`src/hw/rtl/tbt_queue.sv`:
```
// two-entry queue between the front and back parts
// depends on nothing
module tbt_queue #(
	parameter int W = 17
) (
	input  logic         clk,
	input  logic         arst_n,
	input  logic         push,
	input  logic [W-1:0] wdata,
	input  logic         pop,
	output logic [W-1:0] rdata,
	output logic         full,
	output logic         nonempty
);
	logic [W-1:0] mem_q [2];
	logic         wr_q;
	logic         rd_q;
	logic [1:0]   cnt_q;

	assign full = (cnt_q == 2'd2);
	assign nonempty = (cnt_q != 2'd0);
	assign rdata = mem_q[rd_q];

	always_ff @(posedge clk) begin
		if (push) begin
			mem_q[wr_q] <= wdata;
		end
	end

	always_ff @(posedge clk or negedge arst_n) begin
		if (!arst_n) begin
			wr_q <= 1'b0;
			rd_q <= 1'b0;
			cnt_q <= 2'd0;
		end else begin
			if (push) wr_q <= ~wr_q;
			if (pop) rd_q <= ~rd_q;
			cnt_q <= cnt_q + {1'b0, push} - {1'b0, pop};
		end
	end

endmodule

```
`config.mk`:
```
export PLATFORM = sky130hd
export DESIGN_NAME = tbt_queue
export DESIGN_NICKNAME = d
export VERILOG_FILES = /design/src/hw/rtl/tbt_queue.sv
export SDC_FILE = /design/constraint.sdc
export NUM_CORES = 1
export LEC_CHECK = 0
export ABC_AREA = 1
export BUFFER_PORTS_ARGS = -buffer_cell sky130_fd_sc_hd__buf_4
export CORE_MARGIN = 4
export CORE_UTILIZATION = 50
export CTS_CLUSTER_SIZE = 8
export DETAILED_ROUTE_END_ITERATION = 6
export GPL_TIMING_DRIVEN = 1
export HOLD_SLACK_MARGIN = 0.08
export PLACE_DENSITY = 0.81
export SLEW_MARGIN = 20
export SYNTH_ARGS = -nofsm -noshare
export SYNTH_HDL_FRONTEND = slang
export SYNTH_SLANG_ARGS = --single-unit
```
`constraint.sdc`:
```
create_clock -name clk -period 2.02 [get_ports clk]
set_input_delay 0.303 -clock clk [delete_from_list [all_inputs] [get_ports clk]]
set_output_delay 0.303 -clock clk [all_outputs]
set_load 0.01 [all_outputs]
```
==> impl_metrics.tcl <==
set metrics [dict create \
    status "completed" \
    slew_headroom_pct 53.9 \
    crit_path_start "rd_q$_DFFE_PN0P_" \
    worstMarginPinSlew_ns 0.691 \
    critPathArrivalTime_ns 1.47 \
    synth-warning-count 0 \
    path_cells "buf_6 > nand2_1 > o21ai_2 > buf_4" \
    htree_levels 2 \
    clk_path_buf_depth 2 \
    yosysSeqAreaShare_pct 72.2 \
    syn_area_per_cell_um2 13.6 \
    ys_types 12 \
    post-dp-hpwl_mm 1.93 \
    placed_area_mm2 0.00184 \
    timing.rr.end "mem_q[0][3]$_DFFE_PP_" \
    cts_tree "built" \
    die_w_um 63.7 \
    ys_ff_latch 38 \
    hold_class "primary input to register" \
    core_area_mm2 0.00285 \
    regToRegStartpoint "wr_q$_DFFE_PN0P_" \
    clock_skew_ns 0.00939 \
    busiest_layer "met2" \
    hold_viol_final 0 \
    cts-buffers-inserted 5 \
    portBuffers 39 \
    path_clk_slew_ns 0.11 \
    drive_gt1_share_pct 38.5 \
    rows 19 \
    rsz0062_at_grt "false" \
    cpMaxStageDelayCell "dfrtp_1" \
    worstSetupStartpointType "register" \
    r2r_setup_slack_ns 0.65 \
    globalRouteMet1Util_pct 14.6 \
    io_pins 40 \
    routedWlPerCell_um 13.4 \
    fin_crit_ns 1.77 \
    crit_path_end_kind "output port" \
    tns_ns 0 \
    drc 0 \
    area_growth_pct 26.2 \
    design_area_mm2 0.00196 \
    cellLeakagePower_nw 0.881 \
    required_ns 1.72 \
    met2_usage_pct 24.6 \
    crit_type "register to output port" \
    postRouteAntennaNets 0 \
    cts_num_sinks 38 \
    dieArea_mm2 0.00406 \
    maxCapViolCount 0 \
    netlist_area_mm2 0.00155 \
    antenna_found_initial 0 \
    root_buffer "clkbuf_4" \
    totalWireLength_mm 2.58 \
    critPathMaxStageDelay_ns 0.52 \
    dr.pass1.iters 4 \
    grt_remaining_overflow 0 \
    gp_congestion 0.695 \
    antenna_cells 0 \
    gr-usage-all-layers_pct 14.4 \
    drv_slew 0 \
    post-place-ws_ns 0.520 \
    reg2reg_depth 2 \
    detailedRoute.firstIterationViolations 20 \
    vias_per_cell 4.82 \
    grt_pass1_wl_mm 4.26 \
    finalSetupViolations 0 \
    nets 183 \
    met3_usage_pct 6.93 \
    ir_drop_uv 765 \
    layout_setup_ws_ns 0.251 \
    grt_max_degree 27 \
    finalCritPeriodShare_pct 87.6 \
    grt_pass1_vias 969 \
    die_h_um 63.7 \
    vias 926 \
    clock_latency_ns 0.34 \
    max_freq_mhz 565 \
    syn_inst 114 \
    crit_path_end "rdata[4]" \
    start_util_pct 54.4 \
    p_per_area_mw_per_mm2 1380 \
    syn-num-nets 137 \
    path_max_fanout 26 \
]
==> repair_timing <==
item | 4_1_cts | 5_1_grt
resized for setup | 0 | 1
setup buffers | 0 | 0
setup endpoints to repair | 0 | 1
hold endpoints to repair | 4 | 0
hold buffers | 1 | 0
==> Yosys cell counts, drive strengths merged <==
library cell / instances / area share, %
buf: 4 / 4.0
dfrtp: 4 / 6.4
edfxtp: 34 / 66
ha: 2 / 1.6
inv: 24 / 5.8
nand2: 24 / 5.8
nand3: 1 / 0.32
nor2: 2 / 0.48
o21ai: 17 / 8.6
xor2: 2 / 1.1
==> final cells by class <==
cell class / instances / area, µm²
Sequential cell: 38 / 1120
Tap cell: 31 / 38.8
Clock buffer: 5 / 37.5
Multi-Input combinational cell: 48 / 279
Timing Repair Buffer: 43 / 329
Fill cell: 203 / 893
Clock inverter: 3 / 63.8
Inverter: 24 / 90.1
==> worst min path at each step <==
| stage | startpoint | endpoint | slack (ns) | depth (start not counted) |
|---|---|---|---|---|
| floorplan | arst_n | cnt_q[0]$_DFF_PN0_ | 0.007 | 0 |
| global placement | arst_n | wr_q$_DFFE_PN0P_ | 0.10 | 1 |
| detailed placement | arst_n | wr_q$_DFFE_PN0P_ | 0.11 | 1 |
| CTS | wdata[6] | mem_q[0][6]$_DFFE_PP_ | 0.12 | 1 |
| global route | pop | rd_q$_DFFE_PN0P_ | 0.11 | 2 |
| finish | pop | rd_q$_DFFE_PN0P_ | 0.14 | 2 |
==> cell usage in the layout, fill, tap and decap left out, drive strengths merged <==
| cell | netlist | final |
|---|---|---|
| buf | 4 | 42 |
| edfxtp | 34 | 34 |
| inv | 24 | 24 |
| nand2 | 24 | 24 |
| o21ai | 17 | 17 |
| clkbuf | 0 | 5 |
| dfrtp | 4 | 4 |
| nor2 | 2 | 2 |
| xor2 | 2 | 2 |
| ha | 2 | 2 |
| bufinv | 0 | 2 |
| nand3 | 1 | 1 |
| clkinv | 0 | 1 |
| dlygate4sd3 | 0 | 1 |
==> critical path, delay by kind of cell (launching register included) <==
kind	cells	cell delay, ns
AO/OA/AOI/OAI	1	0.07
buffers and inverters	2	0.43
flip-flops	1	0.52
AND/OR/NAND/NOR	1	0.10
==> state kept, by name (all words and copies together) (netlist names) <==
signal and count:
mem_q 34, cnt_q 2, rd_q 1, wr_q 1
==> through the flow <==
step / hold slack [ns] / utilization (%) / cells / power (mW)
finish: 0.139 / 68.7 / 192 / 2.70
floorplan: 0.00741 / - / 114 / 1.79
global placement: 0.104 / 64.6 / 183 / 2.07
CTS: 0.121 / 68.6 / 192 / 2.74
detailed placement: 0.106 / 64.6 / 183 / 2.12
global route: 0.108 / 68.7 / 192 / 2.89
==> cell families after synthesis <==
family                     Yosys count  synth area share (%)
buffers and inverters               28                  9.83
DFF                                 38                  72.2
AOI/OAI and AO/OA                   17                  8.62
adders and majority gates            2                  1.61
xor gates and xnor gates             2                  1.13
and+or+nand+nor                     27                  6.61
==> report_power, final <==
group | internal (mW) | switching, mW
clock | 0.381 | 0.235
sequential | 1.05 | 0.0747
combinational | 0.438 | 0.521
==> metal layers <==
metal | routed length, µm | vias to the layer above
met1 | 964 | 424
li1 | - | 465
met4 | 57 | 0
met5 | 0 | -
met2 | 1340 | 33
met3 | 215 | 4
(Power assumes the default switching activity.)
