$ cat src/hw/rtl/tbt_pkg.sv
// shared types, constants and codes of the thermistor beta temperature block
// no dependencies
package tbt_pkg;

	localparam int OVERSAMPLE_DEF = 16;
	localparam int RAW_BITS_DEF   = 12;

	localparam int SAMPLE_W = 12;
	localparam int TEMP_W   = 18;
	localparam int CFG_IDX_W  = 3;
	localparam int CFG_DATA_W = 20;

	localparam int RES_W  = 20;
	localparam int T0_W   = 15;
	localparam int BETA_W = 14;

	// ln2 in q28
	localparam logic [27:0] LN2_Q28 = 28'd186065279;
	localparam int KELVIN_OFF_CENTI = 27315;
	localparam int TEMP_MAX = 50000;
	localparam int TEMP_PINNED = -99900;

	typedef enum logic [CFG_IDX_W-1:0] {
		REG_SERIES  = 3'd0,
		REG_NOMINAL = 3'd1,
		REG_T0      = 3'd2,
		REG_BETA    = 3'd3
	} tbt_reg_t;

	typedef struct packed {
		logic [RES_W-1:0]         series;
		logic [RES_W-1:0]         nominal;
		logic signed [T0_W-1:0]   t0;
		logic [BETA_W-1:0]        beta;
	} tbt_cfg_t;

	typedef enum logic [3:0] {
		B_IDLE, B_LOAD, B_NORM, B_SQ, B_ACC, B_LN_LO, B_LN_HI, B_LN_RND,
		B_MUL, B_DEN, B_CHK, B_DIV, B_FIN, B_OUT
	} tbt_bstate_t;

endpackage

$ cat src/hw/rtl/tbt_if.sv
// channel interfaces: sample input, result output, configuration write
// depends on tbt_pkg
interface tbt_in_if;
	logic valid;
	logic ready;
	logic [tbt_pkg::SAMPLE_W-1:0] adc_sample;
	modport source (output valid, output adc_sample, input ready);
	modport sink (input valid, input adc_sample, output ready);
endinterface


$ cat src/hw/rtl/tbt_front.sv
// front part: accumulates samples into batches and classifies each batch
// depends on tbt_pkg and tbt_if
module tbt_front #(
	parameter int OVERSAMPLE = 16,
	parameter int RAW_BITS = 12,
	localparam int SUM_W = RAW_BITS + $clog2(OVERSAMPLE)
) (
	input  logic             clk,
	input  logic             arst_n,
	tbt_in_if.sink           samples,
	input  logic             q_full,
	output logic             push,
	output logic [SUM_W-1:0] push_sum,
	output logic             push_pinned
);
	import tbt_pkg::*;

	localparam int CNT_W = $clog2(OVERSAMPLE + 1);
	localparam int FULL = (1 << RAW_BITS) - 1;

	logic [SUM_W-1:0] sum_q;
	logic [CNT_W-1:0] cnt_q;
	logic [15:0]      s16;
	logic             last;
	logic             take;

	assign s16  = {{(16 - SAMPLE_W){1'b0}}, samples.adc_sample};
	assign last = (cnt_q == CNT_W'(OVERSAMPLE - 1));
	assign samples.ready = !(last && q_full);
	assign take = samples.valid && samples.ready;

	assign push_sum = sum_q + SUM_W'(s16[RAW_BITS-1:0]);
	assign push = take && last;
	// mean at or below one count, or at or above full scale minus one
	assign push_pinned = (push_sum <= SUM_W'(OVERSAMPLE)) ||
		(push_sum >= SUM_W'((FULL - 1) * OVERSAMPLE));

	always_ff @(posedge clk or negedge arst_n) begin
		if (!arst_n) begin
			sum_q <= '0;
			cnt_q <= '0;
		end else if (take) begin
			if (last) begin
				sum_q <= '0;
				cnt_q <= '0;
			end else begin
				sum_q <= push_sum;
				cnt_q <= cnt_q + 1'b1;
			end
		end
	end

endmodule

$ cat src/flat_wrapper.sv
// flat-port wrapper written by rule: the top's interface ports become plain ports
module tbt_front_flat import tbt_pkg::*;
#(
	parameter int OVERSAMPLE = 16,
	parameter int RAW_BITS = 12,
	localparam int SUM_W = RAW_BITS + $clog2(OVERSAMPLE)
)
  (clk, arst_n, q_full, push, push_sum, push_pinned, samples_valid, samples_adc_sample, samples_ready);
  tbt_in_if samples_i ();
  input  logic clk;
  input  logic arst_n;
  input  logic q_full;
  output logic push;
  output logic [SUM_W-1:0] push_sum;
  output logic push_pinned;
  input wire logic [$bits(samples_i.valid)-1:0] samples_valid;
  input wire logic [$bits(samples_i.adc_sample)-1:0] samples_adc_sample;
  output wire logic [$bits(samples_i.ready)-1:0] samples_ready;
  assign samples_i.valid = samples_valid;
  assign samples_i.adc_sample = samples_adc_sample;
  assign samples_ready = samples_i.ready;
  tbt_front #(.OVERSAMPLE(OVERSAMPLE), .RAW_BITS(RAW_BITS)) u_core (.clk(clk), .arst_n(arst_n), .samples(samples_i), .q_full(q_full), .push(push), .push_sum(push_sum), .push_pinned(push_pinned));
endmodule
$ cat config.mk
export PLATFORM = sky130hd
export DESIGN_NAME = tbt_front_flat
export DESIGN_NICKNAME = d
export VERILOG_FILES = /design/src/hw/rtl/tbt_pkg.sv /design/src/hw/rtl/tbt_if.sv /design/src/hw/rtl/tbt_front.sv /design/src/flat_wrapper.sv
export SDC_FILE = /design/constraint.sdc
export NUM_CORES = 1
export LEC_CHECK = 0
export ABC_AREA = 1
export BUFFER_PORTS_ARGS = -buffer_cell sky130_fd_sc_hd__buf_4
export CAP_MARGIN = 20
export CORE_UTILIZATION = 56
export DETAILED_ROUTE_END_ITERATION = 6
export PLACE_DENSITY = 0.8
export SYNTH_ARGS = -nofsm -noshare
export SYNTH_HDL_FRONTEND = slang
export SYNTH_SLANG_ARGS = --single-unit
$ cat constraint.sdc
create_clock -name clk -period 2.7 [get_ports clk]
set_clock_uncertainty 0.2 [all_clocks]
set_input_delay 0.135 -clock clk [delete_from_list [all_inputs] [get_ports clk]]
set_output_delay 0.135 -clock clk [all_outputs]
set_load 0.05 [all_outputs]
==> impl_metrics.xml, run 1 <==
<?xml version="1.0" encoding="UTF-8"?>
<metrics>
  <group name="clocking">
    <metric name="root_buffer" unit="">clkbuf_4</metric>
    <metric name="sink_count_of_the_clock_tree" unit="">21</metric>
    <metric name="clock_path_buffers" unit="">2</metric>
    <metric name="cts_tree" unit="">built</metric>
    <metric name="numCtsBuffers" unit="">3</metric>
    <metric name="htree_levels" unit="">1</metric>
    <metric name="clk_latency" unit="ps">320</metric>
    <metric name="cts.clk_slew.worst_paths" unit="ps">130</metric>
  </group>
  <group name="grt">
    <metric name="globalRouteMet1Util" unit="%">37.3</metric>
    <metric name="global_route.usage.met3" unit="%">3.36</metric>
    <metric name="grt_overflow_total" unit="">0</metric>
    <metric name="initial_antenna_violation_count" unit="">0</metric>
    <metric name="grtUsageMet2" unit="%">49.7</metric>
    <metric name="first_pass_grt_wire_length" unit="um">7910</metric>
    <metric name="grt.total_usage" unit="%">28.6</metric>
    <metric name="first_global_vias" unit="">1848</metric>
    <metric name="largest_net_degree_at_the_start_of_global_routing" unit="">22</metric>
    <metric name="grt_most_used_layer" unit="">met2</metric>
  </group>
  <group name="final_layout">
    <metric name="finish.utilization" unit="%">71.2</metric>
    <metric name="area_delta_synth_final" unit="%">21.6</metric>
    <metric name="post_layout_inst_area" unit="mm^2">0.00239</metric>
    <metric name="layout.filler_cells" unit="">302</metric>
    <metric name="fin_nets" unit="">382</metric>
    <metric name="drive_gt1_share" unit="%">26.2</metric>
    <metric name="antenna_cells_inserted" unit="">0</metric>
  </group>
  <group name="floorplan">
    <metric name="die_y" unit="um">61.3</metric>
    <metric name="placement_rows" unit="">21</metric>
    <metric name="chipWidth" unit="um">61.3</metric>
    <metric name="core_area" unit="mm^2">0.00336</metric>
    <metric name="die_area" unit="mm^2">0.00376</metric>
    <metric name="boundaryPins" unit="">35</metric>
    <metric name="initial_utilization" unit="%">58.5</metric>
  </group>
  <group name="detailed_routing">
    <metric name="routed_wirelength" unit="um">5020</metric>
    <metric name="avgRoutedWirePerCell" unit="um">12.6</metric>
    <metric name="remaining_routing_drc_violations" unit="">0</metric>
    <metric name="first_iter_violations" unit="">116</metric>
    <metric name="dr_total_vias" unit="">2024</metric>
    <metric name="route.detailed.vias_per_inst" unit="">5.10</metric>
    <metric name="ant_nets" unit="">0</metric>
    <metric name="1st_pass_router_iterations" unit="">4</metric>
  </group>
  <group name="synth">
    <metric name="synth.top_cells.by_area" unit="">dfrtp_1, nand2_1, inv_1</metric>
    <metric name="synth.distinct_cells" unit="">26</metric>
    <metric name="netlist_area_before_placement" unit="mm^2">0.00197</metric>
    <metric name="synth_async_sr_flop_share" unit="%">100</metric>
    <metric name="synthesis.nets" unit="">342</metric>
    <metric name="synth_top_area_share" unit="%">26.7</metric>
    <metric name="synth_top_cells_by_count" unit="">nand2_1, inv_1, nand3_1, dfrtp_1, nand2_2</metric>
    <metric name="synth_largest_area_cell" unit="">dfrtp_1</metric>
    <metric name="postSynthAreaPerCell" unit="um^2">6.31</metric>
    <metric name="synth.ff_latch_count" unit="">21</metric>
    <metric name="synth_seq_area_share" unit="%">26.7</metric>
    <metric name="synth_enable_flop_cells" unit="">0</metric>
    <metric name="synth_cells" unit="">312</metric>
    <metric name="ys.warnings.count" unit="">0</metric>
    <metric name="synth.most_common_cell" unit="">nand2_1</metric>
    <metric name="synth_ff_type" unit="">dfrtp_1</metric>
  </group>
  <group name="worst_setup_path">
    <metric name="critical_path_class" unit="">reg -&gt; out</metric>
    <metric name="critical_path.max_fanout" unit="">5</metric>
    <metric name="worstSetupEndpointType" unit="">primary output</metric>
    <metric name="start_kind" unit="">flip-flop</metric>
    <metric name="critPathRequiredTime" unit="ps">2370</metric>
    <metric name="worstPathArrival" unit="ps">2440</metric>
  </group>
  <group name="sta">
    <metric name="finalHoldWorstSlack" unit="ps">27.2</metric>
    <metric name="worst_slew_margin" unit="%">81.3</metric>
    <metric name="maxClockFrequency" unit="MHz">361</metric>
    <metric name="final_max_slew_viol_count" unit="">0</metric>
    <metric name="worst_pin_slew" unit="ps">280</metric>
    <metric name="hold_viol_final" unit="">0</metric>
    <metric name="min_period" unit="ps">2770</metric>
    <metric name="finalCritPeriodShare" unit="%">103</metric>
    <metric name="grt_setup_unrepaired" unit="">true</metric>
    <metric name="fin_tns_setup" unit="ps">-73.6</metric>
    <metric name="layout_setup_ws" unit="ps">-73.6</metric>
    <metric name="setup_viol_count_final" unit="">1</metric>
  </group>
  <group name="placed_design">
    <metric name="place.detailed.hpwl" unit="um">3840</metric>
    <metric name="gp_routability_congestion" unit="">0.880</metric>
    <metric name="postPlaceCellArea" unit="mm^2">0.00229</metric>
    <metric name="numPortBuffers" unit="">34</metric>
  </group>
  <group name="outcome">
    <metric name="violations_in_the_final_reports" unit="">negative setup slack</metric>
    <metric name="status" unit="">complete, but fails checks</metric>
  </group>
  <group name="worst_hold_path">
    <metric name="worst_hold_path_type" unit="">in -&gt; reg</metric>
  </group>
  <group name="flow_run">
    <metric name="max_cap_viol_count" unit="">0</metric>
  </group>
</metrics>
## sequential cells by signal, summed over array words and instances, names as in the netlist
register	cells
u_core.cnt_q	5
u_core.sum_q	16
## timing repair
action / in CTS / in global routing
hold buffers: 1 / 0
buffers inserted: 0 / 0
endpoints found under the setup margin: 1 / 1
hold endpoints to repair: 21 / 0
gates resized for setup: 9 / 6
gates cloned: 0 / 0
## cell usage in the layout (no fill, tap or decap), types with 4 or more instances in the layout
| cell type | Yosys | layout |
|---|---|---|
| o21ai_0 | 12 | 12 |
| nand3_1 | 27 | 25 |
| a21oi_1 | 5 | 4 |
| inv_2 | 7 | 7 |
| nand3_2 | 2 | 4 |
| buf_4 | 0 | 35 |
| ha_2 | 0 | 4 |
| inv_1 | 50 | 50 |
| dfrtp_1 | 21 | 21 |
| nand2_2 | 21 | 24 |
| nor2_1 | 15 | 14 |
| ha_1 | 13 | 7 |
| nand2_1 | 111 | 108 |
## logic make-up after synthesis
logic type | count (synthesis) | share of synthesized area (%)
simple gates | 191 | 44.4
buf+inv | 59 | 11.3
compound gates | 26 | 7.88
flops | 21 | 26.7
fa+ha+maj | 14 | 9.28
xor+xnor | 1 | 0.445
## metrics by stage
step           std cells  worst slack [ps]
2_1_floorplan        312               105
3_3_place_gp         392               240
3_5_place_dp         392               222
4_1_cts              397             -23.8
5_1_grt              397              -193
6_report             397             -73.6
## per-layer routing
metal,up-vias,wire length [um]
li1,1053,-
met4,0,72
met2,65,2420
met5,-,0
met1,897,2220
met3,9,308
## worst paths after layout
| check | startpoint | end | slack (ps) | cells past startpoint |
|---|---|---|---|---|
| min in group asynchronous | arst_n | u_core.cnt_q[0] | 60 | 2 |
| max in group asynchronous | arst_n | u_core.cnt_q[4] | 2020 | 2 |
| hold reg to reg | u_core.cnt_q[2] | u_core.cnt_q[2] | 310 | 1 |
| setup reg to reg | u_core.sum_q[0] | u_core.sum_q[14] | 700 | 11 |
| setup / recovery | u_core.sum_q[0] | push_pinned | -70 | 14 |
| hold / removal | samples_valid | u_core.cnt_q[0] | 30 | 4 |
## critical path, stage by stage (launching register included)
cell and delay [ps]:
dfrtp_1 410, ha_2 190, fa_2 390, nand2_1 100
nand3_1 90, nand3_2 90, nand2_2 70, nand2_2 90
nand3_1 90, nand2_2 90, nand2_1 60, nor2_1 110
nand3_1 100, nand2_2 100, buf_8 140
## cell type report
type / count / area [um^2] / area share, %
Clock buffer: 3 / 22.5 / 0.941
Inverter: 57 / 214 / 8.94
Multi-Input combinational cell: 232 / 1280 / 53.5
Sequential cell: 21 / 526 / 22.0
Clock inverter: 1 / 5.00 / 0.209
Tap cell: 46 / 57.6 / 2.40
Timing Repair Buffer: 37 / 288 / 12.0
Power of run 1 is not shown: default switching activity piles up to over one toggle a cycle in this logic, so the estimate is an artifact.
==> run 2, diff against run 1 <==
- CORE_MARGIN: not set -> 8
- GPL_TIMING_DRIVEN: not set -> 0
==> impl_metrics.xml, run 2 (synthesis gave the netlist of run 1 again) <==
<?xml version="1.0" encoding="UTF-8"?>
<metrics>
  <group name="placed_design">
    <metric name="numPortBuffers" unit="">34</metric>
    <metric name="worst_setup_timing_slack_at_the_placement_stage" unit="ps">196</metric>
    <metric name="place.detailed.hpwl" unit="um">4070</metric>
    <metric name="gp_routability_congestion" unit="">0.890</metric>
  </group>
  <group name="worst_setup_path">
    <metric name="endpoint" unit="">push_pinned</metric>
    <metric name="critical_path.max_fanout" unit="">5</metric>
    <metric name="startpoint" unit="">u_core.sum_q[0]</metric>
    <metric name="worstSetupEndpointType" unit="">primary output</metric>
    <metric name="critical_path.reg2reg.endpoint" unit="">u_core.sum_q[10]</metric>
    <metric name="worstPathArrival" unit="ps">2440</metric>
    <metric name="critPathRequiredTime" unit="ps">2370</metric>
    <metric name="reg2reg_start" unit="">u_core.sum_q[0]</metric>
    <metric name="register_to_register_setup_slack" unit="ps">600</metric>
    <metric name="critical_path_class" unit="">reg -&gt; out</metric>
    <metric name="start_kind" unit="">flip-flop</metric>
    <metric name="reg2reg_depth" unit="">11</metric>
  </group>
  <group name="sta">
    <metric name="fin_tns_setup" unit="ps">-77.9</metric>
    <metric name="maxClockFrequency" unit="MHz">360</metric>
    <metric name="hold_viol_final" unit="">0</metric>
    <metric name="min_period" unit="ps">2780</metric>
    <metric name="worst_slew_margin" unit="%">71.5</metric>
    <metric name="grt_setup_unrepaired" unit="">true</metric>
    <metric name="layout_setup_ws" unit="ps">-77.9</metric>
    <metric name="finalCritPeriodShare" unit="%">103</metric>
    <metric name="worst_pin_slew" unit="ps">428</metric>
    <metric name="setup_viol_count_final" unit="">1</metric>
    <metric name="final_max_slew_viol_count" unit="">0</metric>
  </group>
  <group name="floorplan">
    <metric name="initial_utilization" unit="%">58.5</metric>
    <metric name="chipWidth" unit="um">75.3</metric>
    <metric name="die_y" unit="um">75.3</metric>
    <metric name="die_area" unit="mm^2">0.00567</metric>
    <metric name="core_area" unit="mm^2">0.00336</metric>
    <metric name="placement_rows" unit="">21</metric>
    <metric name="boundaryPins" unit="">35</metric>
  </group>
  <group name="outcome">
    <metric name="status" unit="">complete, but fails checks</metric>
    <metric name="violations_in_the_final_reports" unit="">negative setup slack</metric>
  </group>
  <group name="final_layout">
    <metric name="final_cell_mix" unit="">nand2_1, inv_1, buf_4</metric>
    <metric name="largest_registers" unit="">u_core.sum_q x16, u_core.cnt_q x5</metric>
    <metric name="top_register" unit="">u_core.sum_q</metric>
    <metric name="antenna_cells_inserted" unit="">0</metric>
    <metric name="number_of_flip_flops_under_the_largest_register_name" unit="">16</metric>
    <metric name="final_common_cell" unit="">nand2_1</metric>
    <metric name="layout.filler_cells" unit="">307</metric>
    <metric name="drive_gt1_share" unit="%">29.3</metric>
    <metric name="area_delta_synth_final" unit="%">24.2</metric>
    <metric name="fin_nets" unit="">386</metric>
  </group>
  <group name="clocking">
    <metric name="htree_levels" unit="">1</metric>
    <metric name="cts_tree" unit="">built</metric>
    <metric name="root_buffer" unit="">clkbuf_4</metric>
    <metric name="numCtsBuffers" unit="">3</metric>
    <metric name="clk_latency" unit="ps">320</metric>
    <metric name="clock_path_buffers" unit="">2</metric>
    <metric name="cts.clk_slew.worst_paths" unit="ps">120</metric>
    <metric name="sink_count_of_the_clock_tree" unit="">21</metric>
  </group>
  <group name="detailed_routing">
    <metric name="1st_pass_router_iterations" unit="">4</metric>
    <metric name="ant_nets" unit="">0</metric>
    <metric name="routed_wirelength" unit="um">5140</metric>
    <metric name="wirelength_met1" unit="um">2340</metric>
    <metric name="met3_wirelength" unit="um">317</metric>
    <metric name="first_iter_violations" unit="">105</metric>
    <metric name="met2WireLength" unit="um">2380</metric>
    <metric name="top_layer" unit="">met4</metric>
    <metric name="avgRoutedWirePerCell" unit="um">12.8</metric>
    <metric name="remaining_routing_drc_violations" unit="">0</metric>
    <metric name="route.detailed.vias_per_inst" unit="">5.16</metric>
    <metric name="dr_total_vias" unit="">2069</metric>
  </group>
  <group name="flow_run">
    <metric name="max_cap_viol_count" unit="">0</metric>
  </group>
  <group name="grt">
    <metric name="first_pass_grt_wire_length" unit="um">8370</metric>
    <metric name="first_global_vias" unit="">1991</metric>
    <metric name="initial_antenna_violation_count" unit="">0</metric>
    <metric name="grt.total_usage" unit="%">18.9</metric>
    <metric name="largest_net_degree_at_the_start_of_global_routing" unit="">22</metric>
    <metric name="grt_overflow_total" unit="">0</metric>
  </group>
  <group name="worst_hold_path">
    <metric name="worst_hold_path_type" unit="">in -&gt; reg</metric>
  </group>
</metrics>
[run 2: metal layers]
| layer | vias up | global-route usage [%] |
|---|---|---|
| li1 | 1051 | - |
| met1 | 949 | 23.0 |
| met2 | 60 | 33.4 |
| met3 | 9 | 2.80 |
| met4 | 0 | 5.33 |
| met5 | - | 0 |
[run 2: how the worst min path moves through the flow]
| stage | cells after the start | slack, ps | to | start |
|---|---|---|---|---|
| after floorplan | 0 | -360 | u_core.cnt_q[0] | arst_n |
| after global routing | 3 | 50 | u_core.sum_q[6] | samples_valid |
| after detailed placement | 1 | -160 | u_core.sum_q[2] | arst_n |
| after CTS | 3 | 8 | u_core.sum_q[5] | samples_valid |
| after global placement | 1 | -160 | u_core.sum_q[2] | arst_n |
| final | 3 | 10 | u_core.sum_q[5] | samples_valid |
[run 2: cell type report]
cell class              instances  area, um^2  area share, %
clock buffers                   3        22.5          0.921
inverters                      57         214           8.75
repair buffers                 39         303           12.4
plain buffers                   2        8.76          0.358
well taps                      46        57.6           2.35
flip-flops and latches         21         526           21.5
multi-input cells             232        1310           53.5
clock inverters                 1        5.00          0.205
[run 2: through the flow]
| stage | hold WS [ps] | cells | utilization, % | instance area, um^2 |
|---|---|---|---|---|
| 4_1_cts | 7.71 | 397 | 70.1 | 2360 |
| 2_1_floorplan | -361 | 312 | - | 1970 |
| 5_1_grt | 51.7 | 401 | 72.7 | 2440 |
| 3_5_place_dp | -163 | 392 | 68.0 | 2290 |
| 6_report | 14.1 | 401 | 72.7 | 2440 |
| 3_3_place_gp | -165 | 392 | 68.0 | 2290 |
[run 2: what timing repair did]
item,in CTS,in global routing
gates cloned,0,0
hold buffers,1,0
endpoints found under the setup margin,1,1
gates resized for setup,10,16
setup buffers,0,4
endpoints found under the hold margin,21,0
pin swaps,0,9
[run 2: critical path, stage by stage (launching register included)]
cell	delay [ps]
dfrtp_1	430
ha_4	180
fa_2	440
nand2_1	80
nand3_1	70
nand3_2	100
nand2_4	80
nand2_4	70
nand3_1	80
nand2_2	90
nand2_1	50
nor2_1	100
nand3_1	100
nand2_2	90
buf_8	140
Power of run 2 is left out for the same reason.
